## config.mk

```make
export PLATFORM = sky130hd
export DESIGN_NAME = lctf_mul
export DESIGN_NICKNAME = d
export VERILOG_FILES = /design/src/rtl/lctf_pkg.sv /design/src/rtl/lctf_mul.sv
export SDC_FILE = /design/constraint.sdc
export NUM_CORES = 1
export LEC_CHECK = 0
export ABC_AREA = 1
export BUFFER_PORTS_ARGS = -buffer_cell sky130_fd_sc_hd__buf_4
export CORE_MARGIN = 4
export CORE_UTILIZATION = 45
export CTS_BUF_LIST = sky130_fd_sc_hd__clkbuf_16
export CTS_CLUSTER_DIAMETER = 120
export DETAILED_ROUTE_END_ITERATION = 8
export PLACE_DENSITY = 0.67
export SLEW_MARGIN = 10
export SYNTH_ARGS = -nofsm -noshare
export SYNTH_HDL_FRONTEND = slang
export SYNTH_SLANG_ARGS = --single-unit
```

## constraint.sdc

```tcl
create_clock -name clk -period 14.7 [get_ports clk]
set_input_delay 1.47 -clock clk [delete_from_list [all_inputs] [get_ports clk]]
set_output_delay 1.47 -clock clk [all_outputs]
set_load 0.02 [all_outputs]
```

## src/rtl/lctf_pkg.sv

```systemverilog
// Shared types and constants of the level crossing time fit block.
`timescale 1ns / 1ps
`default_nettype none
package lctf_pkg;

  localparam int VALUE_BITS = 16;
  localparam int WIDE_W     = 128;
  localparam int MB_W       = 40;

  localparam logic [2:0] CFG_LEVEL      = 3'd0;
  localparam logic [2:0] CFG_HALF       = 3'd1;
  localparam logic [2:0] CFG_BACKWARD   = 3'd2;
  localparam logic [2:0] CFG_TIME_MIN   = 3'd3;
  localparam logic [2:0] CFG_TIME_MAX   = 3'd4;
  localparam logic [2:0] CFG_MAX_OFFSET = 3'd5;

  typedef struct packed {
    logic [31:0]                  sample_time;
    logic signed [VALUE_BITS-1:0] sample_value;
    logic                         last_sample;
  } in_item_t;

  typedef struct packed {
    logic [31:0] crossing_time;
    logic        found;
  } out_item_t;

  typedef struct packed {
    logic [31:0]                  stamp;
    logic signed [VALUE_BITS-1:0] value;
  } win_t;

  typedef struct packed {
    logic win_shift;
    logic work_load;
    logic work_shift;
  } cell_ctl_t;

endpackage
`default_nettype wire

```

## src/rtl/lctf_mul.sv

```systemverilog
// Shift-add multiplier, one bit of the narrow operand per cycle.
`timescale 1ns / 1ps
`default_nettype none
module lctf_mul
  import lctf_pkg::*;
(
  input  wire logic                     clk,
  input  wire logic                     rst,
  input  wire logic                     start,
  input  wire logic signed [WIDE_W-1:0] a,
  input  wire logic signed [MB_W-1:0]   b,
  output logic                          done,
  output logic signed [WIDE_W-1:0]      p
);

  localparam int CW = $clog2(MB_W + 1);

  logic              busy;
  logic [CW-1:0]     cnt;
  logic              neg;
  logic [MB_W-1:0]   b_mag;
  logic [WIDE_W-1:0] a_sh;
  logic [WIDE_W-1:0] acc;

  always_ff @(posedge clk) begin
    if (rst) begin
      busy <= 1'b0;
      done <= 1'b0;
      cnt  <= '0;
    end else begin
      done <= 1'b0;
      if (start) begin
        busy  <= 1'b1;
        cnt   <= CW'(MB_W);
        acc   <= '0;
        a_sh  <= a;
        neg   <= b[MB_W-1];
        b_mag <= b[MB_W-1] ? MB_W'(-b) : MB_W'(b);
      end else if (busy) begin
        if (cnt == '0) begin
          p    <= neg ? $signed(-acc) : $signed(acc);
          done <= 1'b1;
          busy <= 1'b0;
        end else begin
          if (b_mag[0]) begin
            acc <= acc + a_sh;
          end
          a_sh  <= a_sh << 1;
          b_mag <= b_mag >> 1;
          cnt   <= cnt - 1'b1;
        end
      end
    end
  end

endmodule
`default_nettype wire

```

==> summary.txt <==
Run status
  – Status: finished clean

Worst setup path
  – Slowest-stage cell, CP: buf_4
  – Startpoint Class: input port
  – CP delay by family, top: buffers and inverters
  – CP most frequent cell: buf_4
  – Critical path type: in -> reg
  – Worst path bufs/invs: 4
  – CP Cell Sequence: buf_6 -> inv_8 -> nor2_1 -> o21a_4 -> buf_4 -> buf_4
  – Reg2Reg Setup Slack: 11130 ps
  – CP max stage delay: 730 ps
  – WP data arrival: 4820 ps
  – R2r endpoint: acc[73]
  – Worst EP required: 14940 ps
  – Worst reg-to-reg path cell count: 8
  – CP Max Fanout: 149
  – Reg2reg start: cnt[1]
  – Crit. End Element: flip-flop

CTS
  – CTS tree: done
  – Worst skew pair latency: 650 ps
  – Clock Pin Slew Worst Setup and Hold Paths: 60 ps
  – CTS Buf Count: 51
  – Cts hold-fix bufs: 0
  – Post-cts repair resize count: 0
  – Max clock buf depth: 3
  – Clk root buf: clkbuf_16
  – Setup bufs post-CTS: 0
  – Clk sinks: 433
  – H-tree depth: 2

Floorplanning
  – Row count: 102
  – Die area: 0.0827 mm2
  – Core area: 0.0775 mm2
  – Die W: 288 um
  – Starting Density: 45.4%
  – I/O pin count: 300
  – Die Height: 288 um

Global routing
  – Largest net degree at the start of global routing: 150
  – Total track usage: 33.7%
  – GRT Residual Overflow: 0
  – First-pass GRT wire length: 205 mm
  – Initial antenna violation count: 4
  – Vias in the first global route: 32900

Synthesis
  – Synth Area per Inst: 6.44 um2
  – Syn Nets: 5765
  – Count leader, synth: nand2_1
  – Mapped Area: 0.0352 mm2
  – Sequential element share of the synthesized area: 36.7%
  – Post-synth EDFFs: 425
  – Synth async-reset ratio: 0%
  – Count of cell types in the netlist: 46
  – Synth warn: 0
  – Mapped Cells: 5463
  – Top post-synthesis cells by area: edfxtp_1 36%, nand2_1 23%, inv_1 11%, nor2_1 6.8%, ha_1 4.6%
  – Commonest cells in the netlist: 2173 x nand2_1, 1050 x inv_1, 641 x nor2_1
  – Top_reg_cell synth: edfxtp_1
  – Yosys reg bits: 433
  – Area leader, netlist: edfxtp_1
  – Share of the synthesized area in the top cell type: 36.3%

STA
  – Peak Freq: 218 MHz
  – Setup TNS: 0 ps
  – Max-slew headroom: 26.9%
  – Final Hold Fails: 0
  – Pins over their slew limit: 0
  – Fin crit period: 4580 ps
  – RSZ-0062 raised after global routing: no
  – Fin crit share: 31.2%
  – Fin Clk Skew: 42.1 ps
  – Endpoints failing setup: 0
  – Slew @ Worst Pin: 1100 ps

Layout
  – Final nets: 6059
  – Number of fillers in the final layout: 8175
  – Share of layout cells above drive strength 1: 7.63%
  – P&R area growth vs syn: 14.6%

Routing
  – Vias: 35400
  – Antenna viol nets, final: 0
  – 1st-iter DRT viols: 3698
  – DR pass1 iterations: 6
  – Drt drc: 0
  – Wire per inst: 20.8 um
  – Final wirelength: 143 mm
  – Vias/cell: 5.17

Place
  – GP Congestion: 1.01
  – HPWL after DPL: 119 mm
  – IO buf count: 299

Power
  – Pleak: 20.5 nW
  – Maximum vdd drop: 0.0793 mV
  – Pwr Density: 95.2 mW/mm2
  – Total Power: 0.00384 W

Min path
  – Start point of the worst hold path: cnt[2]
  – Worst min-delay path endpoint: cnt[2]
  – Hold Path Depth: 2
  – Hold/Removal Path Class: reg -> reg

Flow run
  – Max-cap viol count: 0
==> per-layer routing <==
layer  part of all wire [%]  vias up  global-route usage [%]
li1                       -    17500                       -
met1                     43    16200                    46.5
met2                     42     1450                    51.1
met3                     10      242                    7.81
met4                    4.6        0                    13.6
met5                      0        -                       0
==> tightest hold or removal path: stages (launching register included) <==
cell,delay [ps]
dfxtp_1,330
inv_1,60
a21oi_1,50
==> final cells by class <==
type | count | area [um2] | share of cell area, %
tap | 1040 | 1300 | 3.23
antenna | 5 | 12.5 | 0.0310
clock buffer | 51 | 1280 | 3.17
clock inverter | 41 | 450 | 1.12
inverter | 1055 | 3970 | 9.84
multi-input combinational | 3904 | 18000 | 44.8
sequential | 433 | 12900 | 32.0
timing repair buffer | 312 | 2350 | 5.82
==> state kept, by name, indices dropped and copies added, names as in the netlist <==
signal	count
done	1
neg	1
a_sh	128
busy	1
p	128
b_mag	40
acc	128
cnt	6
==> metrics by stage <==
stage	utilization [%]	std cells	setup slack, ps	instance area, um2	hold slack [ps]
after floorplan	-	5463	666	35200	447
after global placement	49.8	6744	9510	38600	465
after detailed placement	49.8	6744	9420	38600	473
after CTS	52.0	6836	10070	40300	481
after global routing	52.0	6836	9900	40300	506
final	52.1	6841	10120	40300	482
==> report_power, final <==
group	internal, W	leakage, nW	switching [W]	total [W]
clock network	0.000774	0.848	0.000561	0.00133
registers	0.00146	4.05	0.0000816	0.00154
logic	0.000285	15.6	0.000681	0.000966
total	0.00252	20.5	0.00132	0.00384
==> worst max path at each step <==
stage                      from       end  slack, ps  cells after the start
after global routing      start   acc[93]       9900                      6
final                     start   acc[73]      10120                      6
after detailed placement  start  acc[120]       9420                      6
after global placement    start  acc[120]       9510                      6
after CTS                 start  acc[106]      10070                      6
after floorplan           start    acc[0]        670                      5
==> placed cells by master (no fill, tap or decap), drive strengths merged, types with 3 or more instances in the layout <==
cell type / count
a21oi: 202
a31oi: 12
and2: 10
buf: 312
bufinv: 8
clkbuf: 51
clkinv: 28
dfxtp: 8
diode: 5
edfxtp: 425
ha: 130
inv: 1058
nand2: 2179
nand3: 201
nand3b: 5
nand4: 100
nor2: 656
nor3: 64
nor3b: 6
nor4: 5
o211ai: 3
o21a: 19
o21ai: 147
o21bai: 10
o31ai: 3
or2: 6
xnor2: 14
xor2: 128
==> logic make-up (layout without fill, tap and decap cells) <==
family                     count (synthesis)  after routing  share of synthesized area, %
AOI/OAI and AO/OA                        398            398                          6.14
DFF                                      433            433                          36.7
other                                      0              5                             0
xor gates and xnor gates                 142            142                          3.54
buffers and inverters                   1126           1459                          12.0
and+or+nand+nor                         3233           3233                          36.9
adders and majority gates                131            131                          4.68
No activity file was read; power rests on OpenSTA's default activity.
