[src/rtl/lctf_pkg.sv]
// Shared types and constants of the level crossing time fit block.
`timescale 1ns / 1ps
`default_nettype none
package lctf_pkg;

  localparam int VALUE_BITS = 16;
  localparam int WIDE_W     = 128;
  localparam int MB_W       = 40;

  localparam logic [2:0] CFG_LEVEL      = 3'd0;
  localparam logic [2:0] CFG_HALF       = 3'd1;
  localparam logic [2:0] CFG_BACKWARD   = 3'd2;
  localparam logic [2:0] CFG_TIME_MIN   = 3'd3;
  localparam logic [2:0] CFG_TIME_MAX   = 3'd4;
  localparam logic [2:0] CFG_MAX_OFFSET = 3'd5;

  typedef struct packed {
    logic [31:0]                  sample_time;
    logic signed [VALUE_BITS-1:0] sample_value;
    logic                         last_sample;
  } in_item_t;

  typedef struct packed {
    logic [31:0] crossing_time;
    logic        found;
  } out_item_t;

  typedef struct packed {
    logic [31:0]                  stamp;
    logic signed [VALUE_BITS-1:0] value;
  } win_t;

  typedef struct packed {
    logic win_shift;
    logic work_load;
    logic work_shift;
  } cell_ctl_t;

endpackage
`default_nettype wire

[src/rtl/lctf_div.sv]
// Restoring divider with floor rounding, one quotient bit per cycle.
`timescale 1ns / 1ps
`default_nettype none
module lctf_div
  import lctf_pkg::*;
(
  input  wire logic                     clk,
  input  wire logic                     rst,
  input  wire logic                     start,
  input  wire logic signed [WIDE_W-1:0] num,
  input  wire logic [WIDE_W-1:0]        den,
  output logic                          done,
  output logic signed [WIDE_W-1:0]      q
);

  localparam int CW = $clog2(WIDE_W + 1);

  logic              busy;
  logic [CW-1:0]     cnt;
  logic              neg;
  logic [WIDE_W-1:0] nmag;
  logic [WIDE_W-1:0] quo;
  logic [WIDE_W-1:0] dvs;
  logic [WIDE_W:0]   rem;
  logic [WIDE_W:0]   trial;

  assign trial = {rem[WIDE_W-1:0], nmag[WIDE_W-1]};

  always_ff @(posedge clk) begin
    if (rst) begin
      busy <= 1'b0;
      done <= 1'b0;
      cnt  <= '0;
    end else begin
      done <= 1'b0;
      if (start) begin
        busy <= 1'b1;
        cnt  <= CW'(WIDE_W);
        neg  <= num[WIDE_W-1];
        nmag <= num[WIDE_W-1] ? WIDE_W'(-num) : WIDE_W'(num);
        dvs  <= den;
        rem  <= '0;
        quo  <= '0;
      end else if (busy) begin
        if (cnt == '0) begin
          if (!neg) begin
            q <= $signed(quo);
          end else if (rem != '0) begin
            q <= $signed(~quo);
          end else begin
            q <= $signed(-quo);
          end
          done <= 1'b1;
          busy <= 1'b0;
        end else begin
          if (trial >= {1'b0, dvs}) begin
            rem <= trial - {1'b0, dvs};
            quo <= {quo[WIDE_W-2:0], 1'b1};
          end else begin
            rem <= trial;
            quo <= {quo[WIDE_W-2:0], 1'b0};
          end
          nmag <= nmag << 1;
          cnt  <= cnt - 1'b1;
        end
      end
    end
  end

endmodule
`default_nettype wire

[config.mk]
export PLATFORM = sky130hd
export DESIGN_NAME = lctf_div
export DESIGN_NICKNAME = d
export VERILOG_FILES = /design/src/rtl/lctf_pkg.sv /design/src/rtl/lctf_div.sv
export SDC_FILE = /design/constraint.sdc
export NUM_CORES = 1
export LEC_CHECK = 0
export ABC_CLOCK_PERIOD_IN_PS = 18700
export BUFFER_PORTS_ARGS = -buffer_cell sky130_fd_sc_hd__buf_2
export CAP_MARGIN = 20
export CORE_UTILIZATION = 38
export CTS_CLUSTER_DIAMETER = 100
export CTS_CLUSTER_SIZE = 10
export DETAILED_ROUTE_END_ITERATION = 12
export GPL_TIMING_DRIVEN = 0
export HOLD_SLACK_MARGIN = 0.15
export SLEW_MARGIN = 20
export SYNTH_ARGS = -nofsm -noshare
export SYNTH_HDL_FRONTEND = slang
export SYNTH_SLANG_ARGS = --single-unit
[constraint.sdc]
create_clock -name clk -period 18.7 [get_ports clk]
set_clock_uncertainty 0.05 [all_clocks]
set_input_delay 0.935 -clock clk [delete_from_list [all_inputs] [get_ports clk]]
set_output_delay 0.935 -clock clk [all_outputs]
set_load 0.02 [all_outputs]
==> summary.md, run 1 <==
| Metric | Value |
|---|---|
| Status | finished, final reports clean |
| Fmax | 0.132 GHz |
| CP arrival | 7.83 ns |
| Initial antenna violation count | 21 |
| Max-cap check violation count | 0 |
| Total Nets Final | 4802 |
| Site row count | 116 |
| Hold_sp | den[60] |
| PostCTS Resize Cnt | 0 |
| Post-synth ARST share | 0 |
| Reg clk slew, reported paths | 0.06 ns |
| RePlAce Congestion | 0.957 |
| Worst Hold Endpoint | dvs[60]$_DFFE_PP_ |
| Number of global-route vias before repair | 31300 |
| Largest net degree at the start of global routing | 61 |
| Fin crit share | 0.404 |
| Die W | 322 um |
| Hold depth | 1 |
| Die area | 104000 um^2 |
| Minimum clock period | 7.55 ns |
| Share of cells above drive strength 1 | 0.127 |
| Clk_lat worst skew | 0.66 ns |
| Finished Layout Cells | 5799 |
| Vias per cell | 5.55 |
| Final Hold Slack | 0.401 ns |
| Final wirelength | 125000 um |
| P&R area growth vs syn | 16.7% |
| Final HPWL DP | 97000 um |
| Placed cell count | 5689 |
| CP endpoint kind | flop |
| Cts hold-fix bufs | 0 |
| Reg2reg end | rem[25]$_SDFFCE_PP0P_ |
| Buffer levels on the longest clock path | 3 |
| FF-to-FF setup slack | 11.15 ns |
| Slew Viols, Final | 0 |
| Syn Inst Count | 3920 |
| H-Tree Depth | 3 |
| Hold Vio Cnt, Final | 0 |
| Most used DFF post-synth | edfxtp_1 |
| Cell taking the most area after synthesis | edfxtp_1 |
| Slew @ Worst Pin | 1.12 ns |
| Leakage | 0.0167 uW |
| Number of synthesized flops with an enable pin | 642 |
| Root Driver | clkbuf_16 |
| Area share of the largest cell type after synthesis | 0.496 |
| Remaining antenna violation count | 0 |
| CTS Sinks | 652 |
| Synth warnings | 0 |
| Core Box Area | 101000 um^2 |
| Vias | 32200 |
| Sequential area share after synthesis | 0.501 |
| CTS tree | done |
| Worst Setup Path Type | reg -> reg |
| TritonRoute pass-1 iters | 5 |
| Top cells by area, synth | edfxtp_1, a21oi_1, xnor2_1 |
| Grt ovf | 0 |
| WL/cell | 21.5 um |
| GR Util All Layers | 0.237 |
| Unrepaired setup endpoints after global routing | false |
| Setup TNS | 0 ns |
| Required @ worst endpoint | 18.98 ns |
| Final core utilization | 0.450 |
| Post CTS Setup Buffer Count | 0 |
| Cell variety after synth | 80 |
| Worst reg2reg path depth | 15 |
| # port buffers | 386 |
| HP Class | in -> reg |
| Top Ports | 388 |
| Number of synthesized register bits | 652 |
| First-pass GRT wire length | 189000 um |
| Worst Path Max Fanout | 10 |
| FF-to-FF Start | rem[22]$_SDFFCE_PP0P_ |
| IR drop worst, VDD | 0.0672 mV |
| DRC | 0 |
| TritonCTS buffer count | 76 |
| Pwr/cell area | 91.9 nW/um^2 |
| Initial Utilization | 0.386 |
| Setup violators final | 0 |
| Net count after synthesis | 4312 |
| Synth Cell Area | 38800 um^2 |
| Iter 0 DRT Violations | 2587 |
| Post-Syn Area per Cell | 9.91 um^2 |
| Rel. slew slack | 0.249 |
| Chip Height | 322 um |
| Startpoint type of the worst setup path | flop |
how the worst max path moves through the flow:
| stage | start | end | slack [ns] | cells past startpoint |
|---|---|---|---|---|
| global route | rem[22]$_SDFFCE_PP0P_ | rem[25]$_SDFFCE_PP0P_ | 10.86 | 15 |
| detailed placement | rem[34]$_SDFFCE_PP0P_ | rem[57]$_SDFFCE_PP0P_ | 11.44 | 15 |
| global placement | start | quo[18]$_SDFFCE_PP0P_ | 0.03 | 5 |
| floorplan | start | nmag[0]$_SDFFCE_PN0P_ | 6.26 | 5 |
| CTS | rem[22]$_SDFFCE_PP0P_ | rem[25]$_SDFFCE_PP0P_ | 11.41 | 15 |
| finish | rem[22]$_SDFFCE_PP0P_ | rem[25]$_SDFFCE_PP0P_ | 11.15 | 15 |
cell usage after synthesis, types with 39 or more instances:
cell type / instances
edfxtp_1: 642
nand2_1: 420
a21oi_1: 409
nor2_1: 318
o21ai_0: 204
xnor2_1: 194
inv_1: 189
clkbuf_1: 185
xor2_1: 181
ha_1: 132
nor2b_1: 129
nand4_1: 93
o31ai_1: 78
nor4_1: 68
nor3_1: 67
or3_1: 63
a21o_1: 61
a211oi_1: 50
nand3_1: 49
o21bai_1: 43
or4_1: 42
o41ai_1: 39
registers in the layout, indices dropped and copies added, names as in the netlist:
signal  cells
busy        1
neg         1
nmag      128
rem       129
cnt         8
dvs       128
quo       128
q         128
done        1
metal layers:
metal,track usage,up-vias,wire (um)
met4,0.0783,20,3680
met3,0.0381,203,7840
li1,-,15300,-
met1,0.328,15600,56100
met2,0.377,1090,56900
met5,0,-,135
cell families after synthesis:
| group | synth area share |
|---|---|
| muxes | 0.00229 |
| buffers and inverters | 0.0371 |
| and+or+nand+nor | 0.174 |
| DFF | 0.501 |
| AOI/OAI and AO/OA | 0.157 |
| adders and majority gates | 0.0430 |
| xor gates and xnor gates | 0.0845 |
report_power, final:
| part | internal [uW] | switching [uW] | total [uW] | leakage [uW] |
|---|---|---|---|---|
| Sequential | 1750 | 71.6 | 1820 | 0.00614 |
| Clock | 765 | 612 | 1380 | 0.00105 |
| Combinational | 349 | 625 | 973 | 0.00946 |
cell usage in the layout, fill, tap and decap left out, types with 13 or more instances in the layout:
cell type and n:
nor3_1 67, inv_1 189, nand2b_1 32, o211ai_1 13, o41ai_1 39, nor2b_1 129, ha_1 132, o31ai_1 78
a211oi_1 50, xnor2_1 194, clkbuf_16 77, a21o_1 61, o21ai_0 203, clkbuf_1 193, or3_1 63, nor4_1 67
buf_16 14, diode_2 13, xor2_1 181, nor2_1 316, nand4_1 93, or4_1 42, nand2_1 420, or2_2 24
o21bai_1 43, a21oi_1 409, nand3_1 49, buf_2 387, edfxtp_1 642, o21a_1 13, a31oi_1 18
stage by stage:
step           power, uW  setup slack [ns]  area, um^2
2_1_floorplan       2490              6.26       38800
3_3_place_gp        2810            0.0287       42500
3_5_place_dp        2800             11.44       43100
4_1_cts             4200             11.41       45300
5_1_grt             4360             10.86       45300
6_report            4170             11.15       45300
critical path, cell delays in order, from the launching register on:
cell and delay (ns):
edfxtp_1 0.49, ha_1 0.32, clkbuf_1 0.32, nand4_1 0.29, nor4_1 0.58, nand3_1 0.16
a2111oi_0 0.48, a211o_1 0.31, nor4b_1 0.78, o211ai_1 0.31, a21oi_1 0.59, a31o_2 0.25
clkbuf_1 0.58, clkbuf_1 0.74, buf_1 0.74, a211oi_1 0.19
cell type report:
class | instances | area [um^2]
sequential | 652 | 19500
tap | 1357 | 1700
timing repair buffer | 412 | 2560
clock buffer | 87 | 1970
multi-input combinational | 2884 | 18000
inverter | 189 | 709
fill | 9809 | 55400
antenna | 13 | 32.5
clock inverter | 10 | 198
buffer | 195 | 734
(Power assumes the default switching activity.)
==> run 2, diff against run 1 <==
- ABC_CLOCK_PERIOD_IN_PS: 18700 -> 6850
- clock period: 18.7 -> 6.85 ns (I/O delays scaled with it)
==> run 2 against run 1 <==
Die area is the same. Combinational power grew to 2.9 times the previous value. Worst setup slack worse by 11 ns. Clock power rose to 2.7 times the previous value. Total power rose to 2.8 times the previous value. Sequential power grew to 2.7 times the previous value. Global-route usage rose by 0.54 points. Maximum frequency increased by 19%. Critical path type unchanged.
==> summary.md, run 2 (synthesized netlist as in run 1, its figures left out) <==
| Metric | Value |
|---|---|
| Status | finished, final reports clean |
| H-Tree Depth | 3 |
| Reg clk slew, reported paths | 0.06 ns |
| # port buffers | 386 |
| TritonCTS buffer count | 77 |
| Max-cap check violation count | 0 |
| GR Util All Layers | 0.243 |
| Hold Vio Cnt, Final | 0 |
| Leakage | 0.0177 uW |
| Commonest non-fill, non-tap cell in the layout | edfxtp_1 |
| TritonRoute pass-1 iters | 6 |
| RePlAce Congestion | 0.973 |
| CP arrival | 6.77 ns |
| Biggest register | rem |
| HP Class | in -> reg |
| Net Sw Frac | 0.313 |
| Post CTS Setup Buffer Count | 0 |
| Rel. slew slack | 0.306 |
| Initial antenna violation count | 13 |
| Slew @ Worst Pin | 1.03 ns |
| Setup violators final | 0 |
| Worst Path Max Fanout | 10 |
| Most frequent cells in the layout | edfxtp_1, nand2_1, a21oi_1, buf_2, nor2_1 |
| Fin crit share | 0.923 |
| Multi-input combinational cell area | 18000 um^2 |
| Final Hold Slack | 0.195 ns |
| Worst Setup Path Type | reg -> reg |
| First-pass GRT wire length | 193000 um |
| Die W | 322 um |
| Vias | 33400 |
| P&R area growth vs syn | 23.4% |
| Vias per cell | 5.52 |
| CP endpoint kind | flop |
| Register area | 19500 um^2 |
| Remaining antenna violation count | 0 |
| Sw power | 3610 uW |
| Fillcell total | 9659 |
| Seq pwr share | 0.431 |
| Max reg flops | 129 |
| IR drop worst, VDD | 0.207 mV |
| Slew Viols, Final | 0 |
| Final wirelength | 128000 um |
| Internal power | 7900 uW |
| Total Nets Final | 5055 |
| Setup TNS | 0 ns |
| WL/cell | 21.2 um |
| Iter 0 DRT Violations | 2547 |
| Fmax | 0.158 GHz |
| Initial Utilization | 0.386 |
| Finished Layout Cells | 6052 |
| Grt ovf | 0 |
| Combinational share of power | 0.243 |
| DRC | 0 |
| Number of global-route vias before repair | 32300 |
| Root Driver | clkbuf_16 |
| Final HPWL DP | 96900 um |
| Site row count | 116 |
| Startpoint type of the worst setup path | flop |
| CTS Sinks | 652 |
| Core Box Area | 101000 um^2 |
| Top Ports | 388 |
| Clk_lat worst skew | 0.66 ns |
| Die area | 104000 um^2 |
| Minimum clock period | 6.32 ns |
| Share of cells above drive strength 1 | 0.125 |
| Unrepaired setup endpoints after global routing | false |
| Chip Height | 322 um |
| Clk network pwr share | 0.325 |
| Buffer levels on the longest clock path | 3 |
| Placed cell count | 5689 |
| CTS tree | done |
| Required @ worst endpoint | 7.30 ns |
| Largest net degree at the start of global routing | 58 |
| Pwr/cell area | 240 nW/um^2 |
[run 2: changes by cell type in the layout (fill, tap and decap cells not counted), sizes merged]
| cell | before | now |
|---|---|---|
| dlygate4sd3 | 0 | 253 |
| clkbuf | 272 | 278 |
| diode | 13 | 7 |
| clkinv | 5 | 9 |
| inv | 193 | 191 |
| buf | 422 | 421 |
| bufinv | 1 | 0 |
[run 2: power groups by stage]
stage               logic [uW]  registers, uW  clock network [uW]
floorplan                 1760           5020                   0
global placement          2550           5090                   0
detailed placement        2630           5040                   0
CTS                       2770           4960                3840
global route              3070           4990                3970
finish                    2800           4960                3740
[run 2: per-layer routing]
metal | GRT usage | wire [um] | vias up | share of wire
met5 | 0 | 103 | - | 0.00080
met2 | 0.391 | 59100 | 1209 | 0.46
met3 | 0.0397 | 8240 | 252 | 0.064
li1 | - | - | 15800 | -
met4 | 0.0747 | 3640 | 16 | 0.028
met1 | 0.333 | 57000 | 16100 | 0.44
[run 2: layout make-up]
type / instances / share of cell area
multi-input cells: 2884 / 0.376
clock inverters: 11 / 0.00394
inverters: 189 / 0.0148
well taps: 1357 / 0.0354
flip-flops and latches: 652 / 0.406
diodes: 7 / 0.000365
clock buffers: 93 / 0.0419
plain buffers: 194 / 0.0156
repair buffers: 665 / 0.106
[run 2: path summary, 6_finish.rpt]
path | slack [ns] | depth (start not counted) | endpoint | startpoint
worst max-delay path | 0.53 | 15 | rem[121]$_SDFFCE_PP0P_ | rem[22]$_SDFFCE_PP0P_
worst min-delay path | 0.19 | 3 | nmag[51]$_DFFE_PP_ | num[51]
worst max register to register | 0.53 | 15 | rem[121]$_SDFFCE_PP0P_ | rem[22]$_SDFFCE_PP0P_
worst min register to register | 0.41 | 1 | done$_SDFF_PP0_ | busy$_SDFF_PP0_
[run 2: repair_timing]
item                                    in CTS  in global routing
endpoints found under the setup margin      60                 14
hold endpoints to repair                   266                  0
resized for setup                            6                  1
hold buffers                               253                  0
[run 2: critical path: stages, from the launching register on]
cell       delay [ns]
edfxtp_1         0.45
ha_1             0.30
clkbuf_1         0.35
nand4_1          0.32
nor4_1           0.50
nand3_1          0.13
a2111oi_0        0.68
a211o_1          0.34
nor4b_2          0.49
o211ai_1         0.27
a21oi_1          0.52
a31oi_1          0.19
clkbuf_1         0.45
nor2_1           0.30
clkbuf_1         0.60
a22o_1           0.23
[run 2: through the flow]
step                      area (um^2)  setup slack (ns)   util  total power, uW
after floorplan                 38900            -0.268      -             6780
after global placement          42500             -3.69  0.422             7640
after detailed placement        43200            -0.516  0.429             7670
after CTS                       47900             0.228  0.476            11600
after global routing            47900             0.314  0.476            12000
final                           47900             0.526  0.476            11500
