### src/rtl/lctf_pkg.sv
// Shared types and constants of the level crossing time fit block.
`timescale 1ns / 1ps
`default_nettype none
package lctf_pkg;

  localparam int VALUE_BITS = 16;
  localparam int WIDE_W     = 128;
  localparam int MB_W       = 40;

  localparam logic [2:0] CFG_LEVEL      = 3'd0;
  localparam logic [2:0] CFG_HALF       = 3'd1;
  localparam logic [2:0] CFG_BACKWARD   = 3'd2;
  localparam logic [2:0] CFG_TIME_MIN   = 3'd3;
  localparam logic [2:0] CFG_TIME_MAX   = 3'd4;
  localparam logic [2:0] CFG_MAX_OFFSET = 3'd5;

  typedef struct packed {
    logic [31:0]                  sample_time;
    logic signed [VALUE_BITS-1:0] sample_value;
    logic                         last_sample;
  } in_item_t;

  typedef struct packed {
    logic [31:0] crossing_time;
    logic        found;
  } out_item_t;

  typedef struct packed {
    logic [31:0]                  stamp;
    logic signed [VALUE_BITS-1:0] value;
  } win_t;

  typedef struct packed {
    logic win_shift;
    logic work_load;
    logic work_shift;
  } cell_ctl_t;

endpackage
`default_nettype wire

### src/rtl/lctf_cell.sv
// One cell of the sample chain: a window slot and a work slot.
`timescale 1ns / 1ps
`default_nettype none
module lctf_cell
  import lctf_pkg::*;
(
  input  wire logic      clk,
  input  wire cell_ctl_t ctl,
  input  wire win_t      win_in,
  input  wire win_t      work_in,
  output win_t           win,
  output win_t           work
);

  always_ff @(posedge clk) begin
    if (ctl.win_shift) begin
      win <= win_in;
    end
    if (ctl.work_load) begin
      work <= win;
    end else if (ctl.work_shift) begin
      work <= work_in;
    end
  end

endmodule
`default_nettype wire

### config.mk
export PLATFORM = sky130hd
export DESIGN_NAME = lctf_cell
export DESIGN_NICKNAME = d
export VERILOG_FILES = /design/src/rtl/lctf_pkg.sv /design/src/rtl/lctf_cell.sv
export SDC_FILE = /design/constraint.sdc
export NUM_CORES = 1
export LEC_CHECK = 0
export CAP_MARGIN = 5
export CORE_ASPECT_RATIO = 1.4
export CORE_UTILIZATION = 31
export DETAILED_ROUTE_END_ITERATION = 16
export DONT_BUFFER_PORTS = 1
export PLACE_DENSITY = 0.51
export SLEW_MARGIN = 20
export SYNTH_ARGS = -nofsm -noshare
export SYNTH_HDL_FRONTEND = slang
export SYNTH_SLANG_ARGS = --single-unit
### constraint.sdc
create_clock -name clk -period 3.52 [get_ports clk]
set_clock_uncertainty 0.15 [all_clocks]
set_input_delay 1.056 -clock clk [delete_from_list [all_inputs] [get_ports clk]]
set_output_delay 1.056 -clock clk [all_outputs]
set_load 0.01 [all_outputs]
==> results.cfg, run 1 <==
[clock_tree]
cts.path.max_buffers = 2
clock_tree_from_tritoncts = yes
post_cts_resized = 0
cts_root_buf = sky130_fd_sc_hd__clkbuf_16
ctsHtreeMaxLevel = 3
cts.hold.buffers_added = 0
clock_sink_count = 96
clkLatencyLatePin_ns = 0.34
cts_setup_buffers = 0
clk_transition_reported_paths_ns = 0.07
cts-buffers-inserted = 9

[global_routing]
met2_routing_resource_usage_after_global_routing_pct = 20.8
antenna_found_initial = 1
global_route.peak_usage_layer = met2
groute.usage.overall_pct = 11.5
grt_first_pass_wirelength_microns = 9540
use_met3_pct = 4.98
grt_start_max_net_pins = 50
grt_use_met1_pct = 10.6
grt.overflow.total = 0
first_global_vias = 1529

[power_and_ir_drop]
cellLeakagePower_nw = 1.33
vdd.ir_drop.worst_mv = 0.288
power_density_nw_per_um2 = 633

[yosys]
synth.cell_area_sq_um = 3510
postSynthRegisterBits = 96
syn_warnings = 0
syn-instance-count = 150
synth_sequential_area_ratio_pct = 82.2
syn-num-nets = 250
synth_cell_type_count = 6
avgSynthCellArea_sq_um = 23.4

[layout]
fillers = 1025
final_core_util_pct = 36.0
design.final.nets = 256
syn_to_final_growth_pct = 11.9
drive_gt1_share_pct = 40.4
antennaDiodeCount = 0
finalInstanceArea_sq_um = 3930

[detailed_routing]
detail-route-antenna-nets = 0
detail_route.vias_per_cell = 4.79
via_count = 1448
detailedRoute.firstPassIterationCount = 4
drt_iter0_drc = 80
drt_drc_violations_left = 0
drt-total-wl_microns = 6920
wl_per_cell_microns = 22.9

[floorplan]
dieArea_sq_um = 11800
num_rows = 45
top_level_ports = 196
start_util_pct = 32.1
fp.dieH_microns = 128
design.core.area_sq_um = 10900
dieWidth_microns = 91.9

[timing]
achievable-frequency_mhz = 498
finalHoldViolations = 0
layout_setup_ws_ns = 1.51
timing_max_transition_violations_final = 0
setup-violations-final = 0
totalNegativeSetupSlack_ns = 0
rsz0062_at_grt = false
finalWorstPathRequiredPeriod_ns = 2.01
transition_at_the_pin_with_the_smallest_max_transition_slack_ns = 0.680
post-route-period-util_pct = 57.1
relSlewSlack_pct = 54.7

[placement]
dpl-instance-area_sq_um = 3640
place.port_buffers = 0
place.gp.congestion = 0.727
dp_worst_setup_slack_ns = 1.00

[min_path]
worst_hold_path_type = register to register

[setup_path]
timing.critical_path.arrival_ns = 0.80
worstSetupPathType = register to primary output
worst_setup_path_start_kind = register
data_required_critical_path_ns = 2.31
crit_path_max_fanout = 2
critical_path.endpoint_type = primary output

[outcome]
run_status = finished clean

[job]
max_cap_viol_count = 0
==> final timing paths <==
kind / endpoint / slack [ns] / startpoint / cells past startpoint
worst max register to register: work[17] / 2.35 / win[17] / 1
worst max-delay path: win[0] / 1.51 / win[0] / 0
worst min register to register: work[11] / 0.50 / win[11] / 1
worst min-delay path: work[11] / 0.50 / win[11] / 1
==> cells in the mapped netlist, drive strengths merged <==
cell type / count / share of area [%]
buf: 5 / 1.3
edfxtp: 96 / 82
mux2: 48 / 16
or2: 1 / 0.18
==> cell families after synthesis <==
group | count (synthesis) | share of synthesized area, %
DFF | 96 | 82.2
muxes | 48 | 16.4
and+or+nand+nor | 1 | 0.178
buffers and inverters | 5 | 1.28
==> layer usage <==
layer	share of wire [%]	vias to the layer above
met4	2.5	2
met2	56	100
met5	0.12	-
met3	8.7	13
met1	32	727
li1	-	606
==> sequential cells by signal, indices dropped and copies added, names as in the netlist <==
signal and flops:
work 48, win 48
==> power breakdown <==
group	internal [W]	switching, W	total [W]
Combinational	0.0000505	0.0000249	0.0000753
Clock	0.000494	0.000426	0.000920
Sequential	0.00139	0.000106	0.00149
Total	0.00193	0.000557	0.00249
==> stage by stage <==
step	hold WS, ns	instances	power [W]
after floorplan	0.476	150	0.00157
after global placement	0.494	286	0.00159
after detailed placement	0.498	286	0.00160
after CTS	0.509	302	0.00252
after global routing	0.516	302	0.00258
final	0.504	302	0.00249
==> layout by cell type, fill, tap and decap left out <==
| cell | n |
|---|---|
| sky130_fd_sc_hd__mux2_4 | 9 |
| sky130_fd_sc_hd__clkinv_2 | 1 |
| sky130_fd_sc_hd__clkinv_4 | 1 |
| sky130_fd_sc_hd__inv_8 | 1 |
| sky130_fd_sc_hd__or2_4 | 1 |
| sky130_fd_sc_hd__edfxtp_1 | 96 |
| sky130_fd_sc_hd__mux2_2 | 39 |
| sky130_fd_sc_hd__clkbuf_16 | 9 |
| sky130_fd_sc_hd__inv_6 | 4 |
==> area by class of cell <==
class,instances,area (sq um),area share [%]
well taps,141,176,4.49
clock inverters,7,60.1,1.53
clock buffers,9,225,5.73
flip-flops and latches,96,2880,73.4
multi-input cells,49,583,14.8
(Power assumes the default switching activity.)
==> run 2, diff against run 1 <==
Settings changed: PLACE_DENSITY 0.51 to 0.52.
Clock period 3.52 ns to 1.7 ns, I/O delays scaled along.
==> results.cfg, run 2 (synthesized netlist as in run 1, its figures left out) <==
[clock_tree]
clock_sink_count = 96
cts.hold.buffers_added = 0
clk_transition_reported_paths_ns = 0.07
clock_tree_from_tritoncts = yes
cts-buffers-inserted = 9
post_cts_resized = 0
cts_setup_buffers = 0
clkLatencyLatePin_ns = 0.34
ctsHtreeMaxLevel = 3
cts.path.max_buffers = 2
cts_root_buf = sky130_fd_sc_hd__clkbuf_16

[placement]
placed_wire_length_estimate_after_detailed_placement_microns = 4840
place.port_buffers = 0
dp_worst_setup_slack_ns = 0.307
place.gp.congestion = 0.694

[detailed_routing]
drt_iter0_drc = 26
detail-route-antenna-nets = 0
via_count = 1441
drt_drc_violations_left = 0
detail_route.vias_per_cell = 4.74
wl_per_cell_microns = 21.7
drt-total-wl_microns = 6610
detailedRoute.firstPassIterationCount = 4

[global_routing]
groute.usage.overall_pct = 11.0
antenna_found_initial = 0
grt.overflow.total = 0
first_global_vias = 1546
grt_start_max_net_pins = 50
grt_first_pass_wirelength_microns = 9120

[floorplan]
start_util_pct = 32.1
dieArea_sq_um = 11800
num_rows = 45
fp.dieH_microns = 128
dieWidth_microns = 91.9
design.core.area_sq_um = 10900
top_level_ports = 196

[min_path]
min_delay_path_depth = 0
timing.hold.worst_endpoint = win[11]
holdCritStartpoint = win_in[11]
worst_hold_path_type = input port to register

[power_and_ir_drop]
power_switching_w = 0.00112
vdd.ir_drop.worst_mv = 0.440
power_frac_clock_pct = 38.3
sw_ratio_pct = 21.3
combPwrFrac_pct = 3.1
internal_power_w = 0.00414
seq_power_share_pct = 58.6
cellLeakagePower_nw = 1.35
power_density_nw_per_um2 = 1330

[setup_path]
worstSetupPathType = register to primary output
worstRegToRegCells = 1
critical_path.endpoint_type = primary output
regToRegEndpoint = work[18]
data_required_critical_path_ns = 1.04
crit_path_max_fanout = 1
worst_setup_path_start_kind = register
crit-reg2reg-launch = win[18]
slack_of_the_worst_reg_to_reg_path_ns = 0.54
timing.critical_path.arrival_ns = 0.81

[layout]
final_cell_mix = sky130_fd_sc_hd__edfxtp_1 (96), sky130_fd_sc_hd__mux2_2 (39), sky130_fd_sc_hd__mux2_4 (9), sky130_fd_sc_hd__clkbuf_16 (9), sky130_fd_sc_hd__inv_6 (2)
drive_gt1_share_pct = 40.5
syn_to_final_growth_pct = 13.3
design.final.nets = 258
top_regs = win: 48 flops, work: 48 flops
antennaDiodeCount = 0
layout.cells.most_common = sky130_fd_sc_hd__edfxtp_1

[timing]
finalHoldWorstSlack_ns = 0.108
post-route-period-util_pct = 86.5
setup-violations-final = 0
relSlewSlack_pct = 85.3
timing_max_transition_violations_final = 0
layout_setup_ws_ns = 0.230
totalNegativeSetupSlack_ns = 0
rsz0062_at_grt = false
finalWorstPathRequiredPeriod_ns = 1.47
achievable-frequency_mhz = 680
transition_at_the_pin_with_the_smallest_max_transition_slack_ns = 0.221
finalHoldViolations = 0

[outcome]
run_status = finished clean

[job]
max_cap_viol_count = 0
run 2: layer usage:
metal / share of wire [%] / vias up / global-route usage (%)
met4: 1.2 / 0 / 5.42
met5: 0 / - / 0
met1: 34 / 699 / 10.3
met2: 56 / 124 / 19.5
met3: 9.2 / 6 / 5.52
li1: - / 612 / -
run 2: power by group through the flow:
stage / clock network [W] / logic [W] / registers, W
floorplan: 0 / 0.000166 / 0.00309
global placement: 0 / 0.000154 / 0.00314
detailed placement: 0 / 0.000166 / 0.00314
CTS: 0.00208 / 0.000166 / 0.00309
global route: 0.00217 / 0.000175 / 0.00311
finish: 0.00202 / 0.000162 / 0.00309
run 2: how the worst max path moves through the flow:
| stage | start | to | cells after the start |
|---|---|---|---|
| floorplan | ctl[1] | work[0] | 3 |
| global placement | ctl[0] | work[0] | 2 |
| detailed placement | ctl[0] | work[0] | 2 |
| CTS | win[18] | win[18] | 0 |
| global route | win[39] | win[39] | 0 |
| finish | work[29] | work[29] | 0 |
run 2: layout make-up:
| class | instances | area (sq um) |
|---|---|---|
| Clock buffer | 10 | 229 |
| Clock inverter | 6 | 75.1 |
| Sequential cell | 96 | 2880 |
| Timing Repair Buffer | 2 | 27.5 |
| Tap cell | 141 | 176 |
| Multi-Input combinational cell | 49 | 583 |
| Fill cell | 1026 | 6950 |
run 2: per-stage QoR:
step	util, %	total power (W)	cell area [sq um]	cells
CTS	36.4	0.00534	3970	304
finish	36.4	0.00527	3970	304
detailed placement	33.6	0.00331	3670	288
global route	36.4	0.00545	3970	304
global placement	33.6	0.00329	3670	288
floorplan	-	0.00326	3530	150
==> run 3, diff against run 2 <==
Settings changed: ABC_AREA set to 1.
==> results.cfg, run 3 <==
[outcome]
run_status = finished clean

[job]
max_cap_viol_count = 0

[layout]
layout.area.seq_sq_um = 2880
syn_to_final_growth_pct = 10.9
final_cell_mix = sky130_fd_sc_hd__nand2_1 (144), sky130_fd_sc_hd__edfxtp_1 (96), sky130_fd_sc_hd__clkbuf_16 (9), sky130_fd_sc_hd__clkinv_1 (2), sky130_fd_sc_hd__clkinvlp_4 (2)
design.final.nets = 353
layout.cells.most_common = sky130_fd_sc_hd__nand2_1
multi_input_area_sq_um = 549
drive_gt1_share_pct = 5.84
antennaDiodeCount = 0
fillers = 1076
top_regs = win: 48 flops, work: 48 flops

[detailed_routing]
drt_iter0_drc = 99
detail_route.vias_per_cell = 4.59
detailedRoute.firstPassIterationCount = 4
drt-total-wl_microns = 7330
detail-route-antenna-nets = 0
drt_drc_violations_left = 0
wl_per_cell_microns = 18.4
via_count = 1825

[setup_path]
crit_path_max_fanout = 2
worst_setup_path_start_kind = register
data_required_critical_path_ns = 1.04
timing.critical_path.arrival_ns = 0.80
worstSetupPathType = register to primary output
critical_path.endpoint_type = primary output

[timing]
timing_max_transition_violations_final = 0
totalNegativeSetupSlack_ns = 0
achievable-frequency_mhz = 683
layout_setup_ws_ns = 0.237
finalHoldViolations = 0
transition_at_the_pin_with_the_smallest_max_transition_slack_ns = 0.816
relSlewSlack_pct = 45.5
setup-violations-final = 0
post-route-period-util_pct = 86.1
rsz0062_at_grt = false
finalWorstPathRequiredPeriod_ns = 1.46

[global_routing]
grt_first_pass_wirelength_microns = 10200
grt.overflow.total = 0
antenna_found_initial = 1
grt_start_max_net_pins = 51
groute.usage.overall_pct = 11.9
first_global_vias = 1752

[yosys]
synth_async_sr_flop_share_pct = 0
synth_cell_type_count = 7
syn-num-nets = 353
syn-instance-count = 253
most_used_flip_flop_cell_after_synthesis = sky130_fd_sc_hd__edfxtp_1
synth.area.top_cells = sky130_fd_sc_hd__edfxtp_1 (82%), sky130_fd_sc_hd__nand2_1 (15%), sky130_fd_sc_hd__buf_6 (1.3%), sky130_fd_sc_hd__buf_2 (0.85%), sky130_fd_sc_hd__buf_4 (0.21%)
syn_warnings = 0
avgSynthCellArea_sq_um = 13.9
synthDominantAreaCellType = sky130_fd_sc_hd__edfxtp_1
synth.cell_area_sq_um = 3520
postSynthRegisterBits = 96
synth_sequential_area_ratio_pct = 82.0
synthTopCellsByCount = sky130_fd_sc_hd__nand2_1 (144), sky130_fd_sc_hd__edfxtp_1 (96), sky130_fd_sc_hd__buf_2 (6)
synthMostInstantiatedCell = sky130_fd_sc_hd__nand2_1
synth_top_area_share_pct = 82.0
synth-edff-count = 96

[clock_tree]
clk_transition_reported_paths_ns = 0.07
cts.path.max_buffers = 2
cts_setup_buffers = 0
cts-buffers-inserted = 9
clock_sink_count = 96
clkLatencyLatePin_ns = 0.33
ctsHtreeMaxLevel = 3
post_cts_resized = 0
clock_tree_from_tritoncts = yes
cts_root_buf = sky130_fd_sc_hd__clkbuf_16
cts.hold.buffers_added = 0

[power_and_ir_drop]
power_switching_w = 0.00114
cellLeakagePower_nw = 1.53
vdd.ir_drop.worst_mv = 0.536
power_frac_clock_pct = 37.7
power_density_nw_per_um2 = 1330
seq_power_share_pct = 59.6
internal_power_w = 0.00404
sw_ratio_pct = 22.0
combPwrFrac_pct = 2.8

[floorplan]
dieWidth_microns = 92.0
top_level_ports = 196
start_util_pct = 32.2
num_rows = 45
design.core.area_sq_um = 10900
fp.dieH_microns = 128
dieArea_sq_um = 11800

[placement]
place.port_buffers = 0
dp_worst_setup_slack_ns = 0.0263
placed_wire_length_estimate_after_detailed_placement_microns = 5090
place.gp.congestion = 0.762

[min_path]
worst_hold_path_type = input port to register
==> run 3: changes by cell type in the layout (fill, tap and decap cells not counted), moves of 2 or more <==
cell                       change
sky130_fd_sc_hd__mux2_2       -39
sky130_fd_sc_hd__inv_6         -2
sky130_fd_sc_hd__nand2_1     +144
sky130_fd_sc_hd__clkinv_1      +2
sky130_fd_sc_hd__mux2_4        -9
==> run 3: kinds of logic (layout without fill, tap and decap cells) <==
kind of cell	count (synthesis)	after routing	share of synthesized area (%)
buffers and inverters	12	16	2.46
and+or+nand+nor	145	145	15.6
DFF	96	96	82.0
==> run 3: power by group through the flow <==
stage / registers [W] / logic, W / clock network (W)
after floorplan: 0.00309 / 0.000143 / 0
after detailed placement: 0.00314 / 0.000147 / 0
after global routing: 0.00311 / 0.000169 / 0.00207
after global placement: 0.00314 / 0.000141 / 0
after CTS: 0.00309 / 0.000147 / 0.00200
final: 0.00308 / 0.000143 / 0.00195
==> run 3: area by class of cell <==
class                   count  area share (%)
inverters                   1          0.0963
well taps                 141            4.53
flip-flops and latches     96            73.9
clock buffers               9            5.78
clock inverters             6            1.57
multi-input cells         145            14.1
==> run 3: per-layer routing <==
layer  vias up  global-route usage, %  share of wire, %
met5         -                      0              0.23
met4         2                   6.25               2.5
met1       856                   12.4                35
met3        15                   3.97               7.4
met2       104                   21.0                55
li1        848                      -                 -
==> run 3: path summary, 6_finish.rpt <==
check / slack (ns) / cells past startpoint / end / from
min reg2reg: 0.47 / 2 / work[24] / win[24]
max: 0.24 / 0 / win[32] / win[32]
max reg2reg: 0.67 / 2 / work[29] / win[29]
min: 0.12 / 0 / win[27] / win_in[27]
==> run 3: through the flow <==
step	utilization (%)	hold slack (ns)	std cells	cell area (sq um)	total power, W
final	35.7	0.119	398	3900	0.00518
after global routing	35.7	0.101	398	3900	0.00534
after CTS	35.7	0.107	398	3900	0.00524
after detailed placement	33.1	0.455	383	3610	0.00329
after global placement	33.1	0.453	383	3610	0.00328
after floorplan	-	0.432	253	3520	0.00323
